--- src/sv/utf8v_pkg.sv ---
package utf8v_pkg;

   // Result status codes
   typedef enum logic [2:0] {
      ST_OK        = 3'd0,
      ST_END       = 3'd1,
      ST_TRUNC     = 3'd2,
      ST_INVALID   = 3'd3,
      ST_OVERLONG  = 3'd4,
      ST_SURROGATE = 3'd5,
      ST_RANGE     = 3'd6
   } status_type;

   localparam int OFFSET_BITS_DEFAULT = 32;
   localparam int OFS_OUT_W = 32;
   localparam int CP_W = 21;
   localparam int CNT_W = 32;

   // Result queue geometry
   localparam int RSP_DEPTH = 4;
   localparam int RSP_PTR_W = $clog2(RSP_DEPTH);
   localparam int RSP_CNT_W = $clog2(RSP_DEPTH + 1);

   // One result beat
   typedef struct packed {
      status_type             status;
      logic [CP_W-1:0]        code_point;
      logic [OFS_OUT_W-1:0]   start_offset;
      logic [CNT_W-1:0]       point_count;
      logic                   run_last;
   } rsp_entry_type;

   // Results produced by one input beat, in order
   typedef struct packed {
      rsp_entry_type first;
      rsp_entry_type second;
      logic          first_valid;
      logic          second_valid;
   } push_type;

endpackage

--- src/sv/utf8_stream_decoder_validator.sv ---
// Strict streaming UTF-8 decoder: one buffer byte per req beat, req_last_byte on the
// buffer's final byte. Each completed sequence yields an ok beat (code point and byte
// offset of its first byte) or an error beat (invalid, overlong, surrogate, out of
// range); after an error the rest of the buffer yields nothing. The final byte adds an
// END beat carrying the buffer length and the count of code points, preceded by a
// truncated beat if a sequence was left open. rsp_run_last marks the last beat caused by
// one input byte. A byte is decoded in the cycle it is accepted and its first result can
// appear on rsp_ the next cycle, behind any results already queued. Results drain one per
// cycle while rsp_ready is high from a four-entry queue and req_ready is high while it
// holds two or fewer, so with rsp_ready held high a byte is taken every cycle; the input
// is held back only when a buffer end that gives two results finds two results already
// queued. Offsets and counts saturate.
module utf8_stream_decoder_validator #(
   parameter int OFFSET_BITS = utf8v_pkg::OFFSET_BITS_DEFAULT
) (
   input  logic                              clock,
   input  logic                              reset,
   input  logic                              req_valid,
   output logic                              req_ready,
   input  logic [7:0]                        req_byte_in,
   input  logic                              req_last_byte,
   output logic                              rsp_valid,
   input  logic                              rsp_ready,
   output logic [2:0]                        rsp_status,
   output logic [utf8v_pkg::CP_W-1:0]        rsp_code_point,
   output logic [utf8v_pkg::OFS_OUT_W-1:0]   rsp_start_offset,
   output logic [utf8v_pkg::CNT_W-1:0]       rsp_point_count,
   output logic                              rsp_run_last
);

   utf8v_pkg::push_type       push;
   utf8v_pkg::rsp_entry_type  head;
   logic                      room;
   logic                      beat_accept;

   assign req_ready   = room;
   assign beat_accept = req_valid && room;

   utf8v_core #(
      .OFFSET_BITS (OFFSET_BITS)
   ) u_core (
      .clock       (clock),
      .reset       (reset),
      .beat_accept (beat_accept),
      .beat_byte   (req_byte_in),
      .beat_last   (req_last_byte),
      .push        (push)
   );

   utf8v_rsp_fifo u_rsp_fifo (
      .clock      (clock),
      .reset      (reset),
      .push       (push),
      .room       (room),
      .head       (head),
      .head_valid (rsp_valid),
      .head_pop   (rsp_ready)
   );

   assign rsp_status       = head.status;
   assign rsp_code_point   = head.code_point;
   assign rsp_start_offset = head.start_offset;
   assign rsp_point_count  = head.point_count;
   assign rsp_run_last     = head.run_last;

endmodule

--- src/sv/utf8v_core.sv ---
module utf8v_core #(
   parameter int OFFSET_BITS = utf8v_pkg::OFFSET_BITS_DEFAULT
) (
   input  logic                clock,
   input  logic                reset,
   input  logic                beat_accept,
   input  logic [7:0]          beat_byte,
   input  logic                beat_last,
   output utf8v_pkg::push_type push
);

   localparam int EXT_W = (OFFSET_BITS > utf8v_pkg::OFS_OUT_W) ? OFFSET_BITS
                                                                : utf8v_pkg::OFS_OUT_W;

   localparam logic [7:0] ASCII_MAX   = 8'h7F;
   localparam logic [7:0] LEAD2_MIN   = 8'hC2;
   localparam logic [7:0] LEAD2_MAX   = 8'hDF;
   localparam logic [7:0] LEAD3_MIN   = 8'hE0;
   localparam logic [7:0] LEAD3_MAX   = 8'hEF;
   localparam logic [7:0] LEAD4_MIN   = 8'hF0;
   localparam logic [7:0] LEAD4_MAX   = 8'hF4;
   localparam logic [7:0] LEAD_C0     = 8'hC0;
   localparam logic [7:0] LEAD_C1     = 8'hC1;
   localparam logic [7:0] LEAD_SURR   = 8'hED;
   localparam logic [7:0] E0_MIN_2ND  = 8'hA0;
   localparam logic [7:0] ED_MAX_2ND  = 8'h9F;
   localparam logic [7:0] F0_MIN_2ND  = 8'h90;
   localparam logic [7:0] F4_MAX_2ND  = 8'h8F;
   localparam logic [7:0] CONT_MIN    = 8'h80;
   localparam logic [7:0] CONT_MAX    = 8'hBF;

   // Sequence state
   logic [7:0]                      held_ff [3];
   logic [7:0]                      held_in [3];
   logic [2:0]                      needed_ff, needed_in;
   logic [1:0]                      held_cnt_ff, held_cnt_in;
   logic                            error_ff, error_in;
   logic [OFFSET_BITS-1:0]          pos_ff, pos_in;
   logic [OFFSET_BITS-1:0]          start_ff, start_in;
   logic [utf8v_pkg::CNT_W-1:0]     count_ff, count_in;

   // Per-beat working values
   logic                            seq_valid;
   utf8v_pkg::status_type           seq_status;
   logic [utf8v_pkg::CP_W-1:0]      seq_cp;
   logic [7:0]                      s1, s2, s3;
   logic                            cont_ok;
   logic                            trunc_valid;
   logic [OFFSET_BITS-1:0]          pos_inc;
   logic [utf8v_pkg::CNT_W-1:0]     count_inc;
   logic [EXT_W-1:0]                start_wide, end_wide;
   utf8v_pkg::rsp_entry_type        e_seq, e_trunc, e_end;

   function automatic logic is_cont(input logic [7:0] b);
      return (b >= CONT_MIN) && (b <= CONT_MAX);
   endfunction

   // Decode one beat against the held sequence
   always_comb begin
      held_in     = held_ff;
      needed_in   = needed_ff;
      held_cnt_in = held_cnt_ff;
      error_in    = error_ff;
      start_in    = start_ff;
      seq_valid   = 1'b0;
      seq_status  = utf8v_pkg::ST_OK;
      seq_cp      = '0;
      s1          = (needed_ff == 3'd2) ? beat_byte : held_ff[1];
      s2          = (needed_ff == 3'd3) ? beat_byte : held_ff[2];
      s3          = beat_byte;
      cont_ok     = is_cont(s1);
      if (needed_ff >= 3'd3) begin
         cont_ok = cont_ok && is_cont(s2);
      end
      if (needed_ff == 3'd4) begin
         cont_ok = cont_ok && is_cont(s3);
      end

      if (beat_accept && !error_ff) begin
         if (needed_ff == 3'd0) begin
            // lead byte
            start_in = pos_ff;
            if (beat_byte <= ASCII_MAX) begin
               seq_valid = 1'b1;
               seq_cp    = utf8v_pkg::CP_W'(beat_byte);
            end else if (beat_byte >= LEAD2_MIN && beat_byte <= LEAD2_MAX) begin
               needed_in = 3'd2;
            end else if (beat_byte >= LEAD3_MIN && beat_byte <= LEAD3_MAX) begin
               needed_in = 3'd3;
            end else if (beat_byte >= LEAD4_MIN && beat_byte <= LEAD4_MAX) begin
               needed_in = 3'd4;
            end else if (beat_byte == LEAD_C0 || beat_byte == LEAD_C1) begin
               seq_valid  = 1'b1;
               seq_status = utf8v_pkg::ST_OVERLONG;
               error_in   = 1'b1;
            end else if (beat_byte > LEAD4_MAX) begin
               seq_valid  = 1'b1;
               seq_status = utf8v_pkg::ST_RANGE;
               error_in   = 1'b1;
            end else begin
               seq_valid  = 1'b1;
               seq_status = utf8v_pkg::ST_INVALID;
               error_in   = 1'b1;
            end
            if (needed_in != 3'd0) begin
               held_in[0]  = beat_byte;
               held_cnt_in = 2'd1;
            end
         end else if ({1'b0, held_cnt_ff} + 3'd1 >= needed_ff) begin
            // final byte: check continuation, then forms
            seq_valid   = 1'b1;
            needed_in   = 3'd0;
            held_cnt_in = 2'd0;
            if (!cont_ok) begin
               seq_status = utf8v_pkg::ST_INVALID;
            end else if (needed_ff == 3'd2) begin
               seq_cp = {10'd0, held_ff[0][4:0], s1[5:0]};
            end else if (needed_ff == 3'd3) begin
               if (held_ff[0] == LEAD3_MIN && s1 < E0_MIN_2ND) begin
                  seq_status = utf8v_pkg::ST_OVERLONG;
               end else if (held_ff[0] == LEAD_SURR && s1 > ED_MAX_2ND) begin
                  seq_status = utf8v_pkg::ST_SURROGATE;
               end else begin
                  seq_cp = {5'd0, held_ff[0][3:0], s1[5:0], s2[5:0]};
               end
            end else begin
               if (held_ff[0] == LEAD4_MIN && s1 < F0_MIN_2ND) begin
                  seq_status = utf8v_pkg::ST_OVERLONG;
               end else if (held_ff[0] == LEAD4_MAX && s1 > F4_MAX_2ND) begin
                  seq_status = utf8v_pkg::ST_RANGE;
               end else begin
                  seq_cp = {held_ff[0][2:0], s1[5:0], s2[5:0], s3[5:0]};
               end
            end
            if (seq_status != utf8v_pkg::ST_OK) begin
               error_in = 1'b1;
            end
         end else begin
            // middle continuation byte
            held_in[held_cnt_ff] = beat_byte;
            held_cnt_in          = held_cnt_ff + 2'd1;
         end
      end

      // saturating counters
      pos_inc   = (&pos_ff) ? pos_ff : pos_ff + OFFSET_BITS'(1);
      count_inc = count_ff;
      if (seq_valid && seq_status == utf8v_pkg::ST_OK && !(&count_ff)) begin
         count_inc = count_ff + utf8v_pkg::CNT_W'(1);
      end
      trunc_valid = beat_accept && beat_last && !error_in && (needed_in != 3'd0);
      start_wide  = EXT_W'(start_in);
      end_wide    = EXT_W'(pos_inc);

      // result beats
      e_seq.status         = seq_status;
      e_seq.code_point     = seq_cp;
      e_seq.start_offset   = start_wide[utf8v_pkg::OFS_OUT_W-1:0];
      e_seq.point_count    = '0;
      e_seq.run_last       = !beat_last;
      e_trunc.status       = utf8v_pkg::ST_TRUNC;
      e_trunc.code_point   = '0;
      e_trunc.start_offset = start_wide[utf8v_pkg::OFS_OUT_W-1:0];
      e_trunc.point_count  = '0;
      e_trunc.run_last     = 1'b0;
      e_end.status         = utf8v_pkg::ST_END;
      e_end.code_point     = '0;
      e_end.start_offset   = end_wide[utf8v_pkg::OFS_OUT_W-1:0];
      e_end.point_count    = count_inc;
      e_end.run_last       = 1'b1;

      push.second       = e_end;
      push.second_valid = 1'b0;
      if (seq_valid) begin
         push.first        = e_seq;
         push.first_valid  = 1'b1;
         push.second_valid = beat_accept && beat_last;
      end else if (trunc_valid) begin
         push.first        = e_trunc;
         push.first_valid  = 1'b1;
         push.second_valid = 1'b1;
      end else begin
         push.first        = e_end;
         push.first_valid  = beat_accept && beat_last;
      end

      // next counters; buffer end clears the open sequence, error flag, offsets and count
      pos_in   = pos_ff;
      count_in = count_ff;
      if (beat_accept) begin
         pos_in   = pos_inc;
         count_in = count_inc;
         if (beat_last) begin
            needed_in   = 3'd0;
            held_cnt_in = 2'd0;
            error_in    = 1'b0;
            pos_in      = '0;
            start_in    = '0;
            count_in    = '0;
         end
      end
   end

   // Control state
   always_ff @(posedge clock) begin
      if (reset) begin
         needed_ff   <= 3'd0;
         held_cnt_ff <= 2'd0;
         error_ff    <= 1'b0;
         pos_ff      <= '0;
         start_ff    <= '0;
         count_ff    <= '0;
      end else begin
         needed_ff   <= needed_in;
         held_cnt_ff <= held_cnt_in;
         error_ff    <= error_in;
         pos_ff      <= pos_in;
         start_ff    <= start_in;
         count_ff    <= count_in;
      end
   end

   // Held sequence bytes
   always_ff @(posedge clock) begin
      if (reset) begin
         held_ff[0] <= 8'h00;
         held_ff[1] <= 8'h00;
         held_ff[2] <= 8'h00;
      end else begin
         held_ff <= held_in;
      end
   end

   a_idle_empty: assert property (@(posedge clock) disable iff (reset)
      (needed_ff == 3'd0) |-> (held_cnt_ff == 2'd0))
      else $error("bytes held with no open sequence");

   a_open_fill: assert property (@(posedge clock) disable iff (reset)
      (needed_ff != 3'd0) |-> (held_cnt_ff != 2'd0 && {1'b0, held_cnt_ff} < needed_ff))
      else $error("held count out of range for open sequence");

   a_last_clears: assert property (@(posedge clock) disable iff (reset)
      (beat_accept && beat_last) |=> (pos_ff == '0 && !error_ff && count_ff == '0))
      else $error("buffer state not cleared after last beat");

endmodule

--- src/sv/utf8v_rsp_fifo.sv ---
module utf8v_rsp_fifo (
   input  logic                      clock,
   input  logic                      reset,
   input  utf8v_pkg::push_type       push,
   output logic                      room,
   output utf8v_pkg::rsp_entry_type  head,
   output logic                      head_valid,
   input  logic                      head_pop
);

   utf8v_pkg::rsp_entry_type            slot_ff [utf8v_pkg::RSP_DEPTH];
   logic [utf8v_pkg::RSP_PTR_W-1:0]     wr_ff, wr_in, rd_ff, rd_in;
   logic [utf8v_pkg::RSP_CNT_W-1:0]     count_ff, count_in;
   logic [utf8v_pkg::RSP_PTR_W-1:0]     wr_next;
   logic [utf8v_pkg::RSP_CNT_W-1:0]     push_n;
   logic                                pop;

   // Pointer and fill bookkeeping
   always_comb begin
      wr_next    = wr_ff + utf8v_pkg::RSP_PTR_W'(1);
      push_n     = utf8v_pkg::RSP_CNT_W'(push.first_valid) +
                   utf8v_pkg::RSP_CNT_W'(push.second_valid);
      head_valid = (count_ff != '0);
      pop        = head_valid && head_pop;
      wr_in      = wr_ff + utf8v_pkg::RSP_PTR_W'(push_n);
      rd_in      = pop ? rd_ff + utf8v_pkg::RSP_PTR_W'(1) : rd_ff;
      count_in   = count_ff + push_n - utf8v_pkg::RSP_CNT_W'(pop);
      room       = (count_ff <= utf8v_pkg::RSP_CNT_W'(utf8v_pkg::RSP_DEPTH - 2));
      head       = slot_ff[rd_ff];
   end

   always_ff @(posedge clock) begin
      if (reset) begin
         wr_ff    <= '0;
         rd_ff    <= '0;
         count_ff <= '0;
      end else begin
         wr_ff    <= wr_in;
         rd_ff    <= rd_in;
         count_ff <= count_in;
      end
   end

   // Result slots, up to two written per cycle
   always_ff @(posedge clock) begin
      if (push.first_valid) begin
         slot_ff[wr_ff] <= push.first;
      end
      if (push.second_valid) begin
         slot_ff[wr_next] <= push.second;
      end
   end

   a_no_overflow: assert property (@(posedge clock) disable iff (reset)
      count_ff <= utf8v_pkg::RSP_CNT_W'(utf8v_pkg::RSP_DEPTH))
      else $error("result queue overflow");

   a_push_order: assert property (@(posedge clock) disable iff (reset)
      push.second_valid |-> push.first_valid)
      else $error("second result without first");

endmodule
--- config.mk ---
export PLATFORM = sky130hd
export DESIGN_NAME = utf8_stream_decoder_validator
export DESIGN_NICKNAME = d
export VERILOG_FILES = /design/src/sv/utf8v_pkg.sv /design/src/sv/utf8_stream_decoder_validator.sv /design/src/sv/utf8v_core.sv /design/src/sv/utf8v_rsp_fifo.sv
export SDC_FILE = /design/constraint.sdc
export NUM_CORES = 1
export LEC_CHECK = 0
export ABC_AREA = 1
export ABC_CLOCK_PERIOD_IN_PS = 4400
export BUFFER_PORTS_ARGS = -buffer_cell sky130_fd_sc_hd__buf_2
export CORE_MARGIN = 5
export CORE_UTILIZATION = 45
export DETAILED_ROUTE_END_ITERATION = 12
export MAX_ROUTING_LAYER = met4
export PLACE_DENSITY_LB_ADDON = 0.2
export SYNTH_ARGS = -nofsm -noshare
export SYNTH_HDL_FRONTEND = slang
export SYNTH_SLANG_ARGS = --single-unit
--- constraint.sdc ---
create_clock -name clock -period 4.4 [get_ports clock]
set_input_delay 0.22 -clock clock [delete_from_list [all_inputs] [get_ports clock]]
set_output_delay 0.22 -clock clock [all_outputs]
set_load 0.02 [all_outputs]
==> results.md <==
Timing:
- Headroom to the max-slew limit came out at between 30% and 40%.
- The setup slack of the critical path after layout is 491.0 ps.
- The routed design could run at a clock period as short as 3909 ps.
- The total count of hold-check failures in the final report was 0.
- The final worst-path cycle share is between 80% and 90%.
- For the pin with the worst max-slew slack, the measured transition is 1040 ps.
- The upper clock frequency limit is between 200 and 300 MHz.
- The setup clock skew after layout is 19.40 ps.
- Setup violations remaining at the end of the flow were counted as 0.
- Setup repair after global routing left no endpoint under its margin.
- In the final timing run, aggregate negative setup slack is 0 ps.
- The number of pins exceeding their max-slew limit in the final report is 0.

Detailed routing:
- Summing over every cut layer, the via total after detailed routing is about 22000.
- The count of TritonRoute iterations in the first routing pass is 5.
- The detail-routed via count per cell is roughly 5.6.
- Dividing the detail-routed wire length by the instance count gives roughly 19 um.
- The count of antenna-violating nets left after detailed routing is 0.
- The number of violations reported at the end of detailed-routing iteration 0 is between 1500 and 2000.
- For this run, design rule violations remaining after detail routing come to 0.
- The sum of routed wire length over all layers is approximately 75 mm.

Flow run:
- Across the run, the number of max-cap violations was 0.

Floorplanning:
- The floorplan step set the die width to 244.5 um.
- The die height is 244.5 um.
- The area of the core is about 0.055 mm^2.
- The overall die area is 0.05978 mm^2.
- For this configuration, the core starts out at a cell density of around 45%.
- After floorplanning, the core was divided into 86 placement rows.
- During I/O placement, the number of pins put on the boundary was 104.

Clock network:
- Clock-pin slew was measured on the worst setup and hold paths at roughly 60 ps.
- The TritonCTS buffer count is 53.
- At the later pin of the worst-skew pair, clock insertion delay measures 610 ps.
- The H-tree generated during clock tree synthesis spans 2 levels.
- The TritonCTS clock tree is built.
- The number of buffers on the longest clock path is 3.
- The total number of clock tree sinks is 491.
- The root buffer cell is clkbuf_16.

Setup path:
- The worst setup path is launched from a flip-flop.
- The type of element capturing the critical path is a flip-flop.
- The worst path arrival time is approximately 4300 ps.
- The critical path required time is 4770 ps.
- The highest-delay cell along the critical path is buf_4.
- The class of the most critical setup path is flip-flop to flip-flop.
- The signal on the critical path passes through inv_1 > ha_1 > ha_1 > nand3b_1 > nand3_1 > nand2_1 > nor3_2 > nand4_1 > nand2_1 > nand2_2 > nand4_4 > nand2_4 > nand2_1 > buf_4 > o21ai_4 > buf_4 > nand2_1 > inv_1.
- Of all nets on the critical path, the largest fanout is 37.
- The most prevalent standard cell on the critical path is nand2_1.
- On the worst path, the slowest cell contributes a delay of ~450 ps.

Place:
- Routability-driven placement finished with a final weighted congestion of around 0.94.
- The worst-case setup slack after placement is roughly 520 ps.
- The count of buffers from port buffering is ~100.
- After legalization and detailed placement, the total HPWL measured approximately 47 mm.

Cells and area:
- The fill cell total of the finished layout is slightly above 5000.
- The share of post-route cells with drive strength above 1 is a little under a tenth.
- The layout net count is 3178.
- The area occupied by registers is 0.01240 mm^2.
- Leaving out fill and tap cells, the most frequent cells in the layout are nand2_1, o21ai_0, nor2_1, inv_1, edfxtp_1.
- The most frequent standard cell in the layout excluding fill and tap cells is nand2_1.
- Compared with the post-synthesis result, the final layout area differs by 12.00%.
- The footprint of the multi-input gates is roughly 0.010 mm^2.

Power and ir drop:
- The areal power density over the cells is between 500 and 600 mW/mm^2.
- The power spent charging and discharging nets is 5.846 mW.
- Internal power comes to 9.781 mW.
- The clock network burns between 20% and 30% of the power.
- The part of the power in combinational logic is 32.0%.
- The register share of total power is between 30% and 40%.
- The analysis attributes to cell leakage a power of between 10 and 15 nW.
- IR analysis of the VDD net gives a maximum drop of approximately 0.34 mV.
- Net switching is roughly 37% of the power.

Yosys:
- After synthesis, the netlist uses 47 different library cells.
- The count of synthesis-stage warnings from yosys is 0.
- By area the synthesized netlist is led by edfxtp_1, dfxtp_1, nand2_1.
- The top cell type by total area after synthesis is edfxtp_1.
- The total of flip-flops plus latches after synthesis is between 400 and 500.
- In this run the biggest area consumer among cell types represents between 30% and 40% of the synthesized area.
- The sequential area share after synthesis is roughly 50%.
- The mean instance size in the synthesized netlist is slightly below 8 um^2.
- The synthesized cell area is between 0.02 and 0.025 mm^2.
- The net count after synthesis is ~3200.
- Counting every instance in the synthesized netlist gives ~3100.

Global route:
- The pin count of the biggest net entering global routing is 95.
- The number of global-route vias before repair came to between 20000 and 25000.
- The first global-routing pass estimated approximately 120 mm of wire.
- The overflow left after global routing is 0.
- The aggregate global-route resource usage is roughly 25%.
- The number of antenna violations at the first check in global routing came to 1.

Min path:
- The tightest min-delay check is of the primary input to flip-flop type.

Status:
- The flow ran to the end, and the final reports show no timing, DRC or antenna violations.
-- flip-flops by register name (all words and copies together), names as in the netlist, named ones only --
| name | flops |
|---|---|
| u_core.error_ff | 1 |
| u_rsp_fifo.rd_ff | 2 |
| u_rsp_fifo.slot_ff | 356 |
| u_core.held_ff | 24 |
| u_rsp_fifo.wr_ff | 2 |
| u_core.count_ff | 32 |
| u_core.pos_ff | 32 |
| u_rsp_fifo.count_ff | 3 |
| u_core.held_cnt_ff | 2 |
| u_core.start_ff | 32 |
| u_core.needed_ff | 3 |
-- synth_stat cells (all sizes together) --
master and instances:
o211ai 5, mux2i 13, inv 317, o221ai 3
buf 60, nand2 590, xor2 49, clkbuf 139
fa 1, ha 13, o32ai 1, nand3b 3
a211oi 4, o22ai 95, xnor2 8, nand3 251
nor3 43, edfxtp 256, a21oi 169, or2 8
dfxtp 235, a2bb2oi 5, o21ai 398, nand4 72
o31ai 1, and2 32, a32oi 1, nor2 337
nor4 19
-- final timing paths --
check	startpoint	endpoint	slack [ps]	cells past startpoint
worst min register to register	u_core.held_ff[6]$_SDFFE_PP0P_	u_core.held_ff[6]$_SDFFE_PP0P_	450	2
worst max-delay path	u_core.held_cnt_ff[0]$_SDFF_PP0_	u_rsp_fifo.slot_ff[0][19]$_DFFE_PP_	490	18
worst min-delay path	rsp_ready	flip-flop	30	4
worst max register to register	u_core.held_cnt_ff[0]$_SDFF_PP0_	u_rsp_fifo.slot_ff[0][19]$_DFFE_PP_	490	18
-- per-stage QoR --
stage	power (mW)	util (%)	hold slack [ps]	instance area, um^2	instances
floorplan	9.370	-	369.3	24750	3128
global placement	11.07	47.24	436.8	25880	3793
detailed placement	11.17	47.24	443.5	25880	3793
CTS	15.73	50.60	10.51	27710	3895
global route	16.44	50.61	51.26	27720	3896
finish	15.63	50.61	34.30	27720	3896
-- worst max-delay path, delay by kind of cell, from the launching register on --
family,cells,cell delay (ps)
AO/OA/AOI/OAI,1,90
adder cells (fa/ha/maj),2,650
buffers and inverters,4,890
flip-flops,1,420
AND/OR/NAND/NOR,11,1590
-- layer usage --
metal | global-route usage [%] | up-vias | part of all wire (%)
met5 | - | - | 0
met4 | 7.343 | 0 | 2.6
met3 | 3.519 | 130 | 6.5
met2 | 40.96 | 728 | 47
met1 | 32.59 | 10540 | 43
li1 | - | 10610 | -
-- layout make-up --
cell class	count	share of cell area, %
clock buffers	82	5.851
multi-input cells	2121	37.48
inverters	317	4.302
clock inverters	13	0.5282
well taps	704	3.178
repair buffers	167	3.927
diodes	1	0.009029
flip-flops and latches	491	44.73
-- logic make-up after synthesis --
family	after synthesis	share of synthesized area [%]
AND/OR/NAND/NOR	1355	23.70
adder cells (fa/ha/maj)	14	0.7382
AO/OA/AOI/OAI	682	14.69
multiplexers	13	0.5258
buffers and inverters	516	8.246
flip-flops	491	50.08
XOR/XNOR	57	2.017
-- power by group through the flow --
stage / logic [mW] / clock network [mW] / registers (mW)
after detailed placement: 5.00 / 0 / 6.17
final: 5.00 / 4.55 / 6.08
after global routing: 5.45 / 4.83 / 6.16
after global placement: 4.92 / 0 / 6.15
after floorplan: 3.28 / 0 / 6.09
after CTS: 5.02 / 4.62 / 6.08
-- what timing repair did --
| action | 4_1_cts | 5_1_grt |
|---|---|---|
| hold endpoints to repair | 29 | 0 |
| setup buffers | 0 | 0 |
| gates resized for setup | 0 | 0 |
| hold buffers | 7 | 0 |
(Power assumes the default switching activity.)
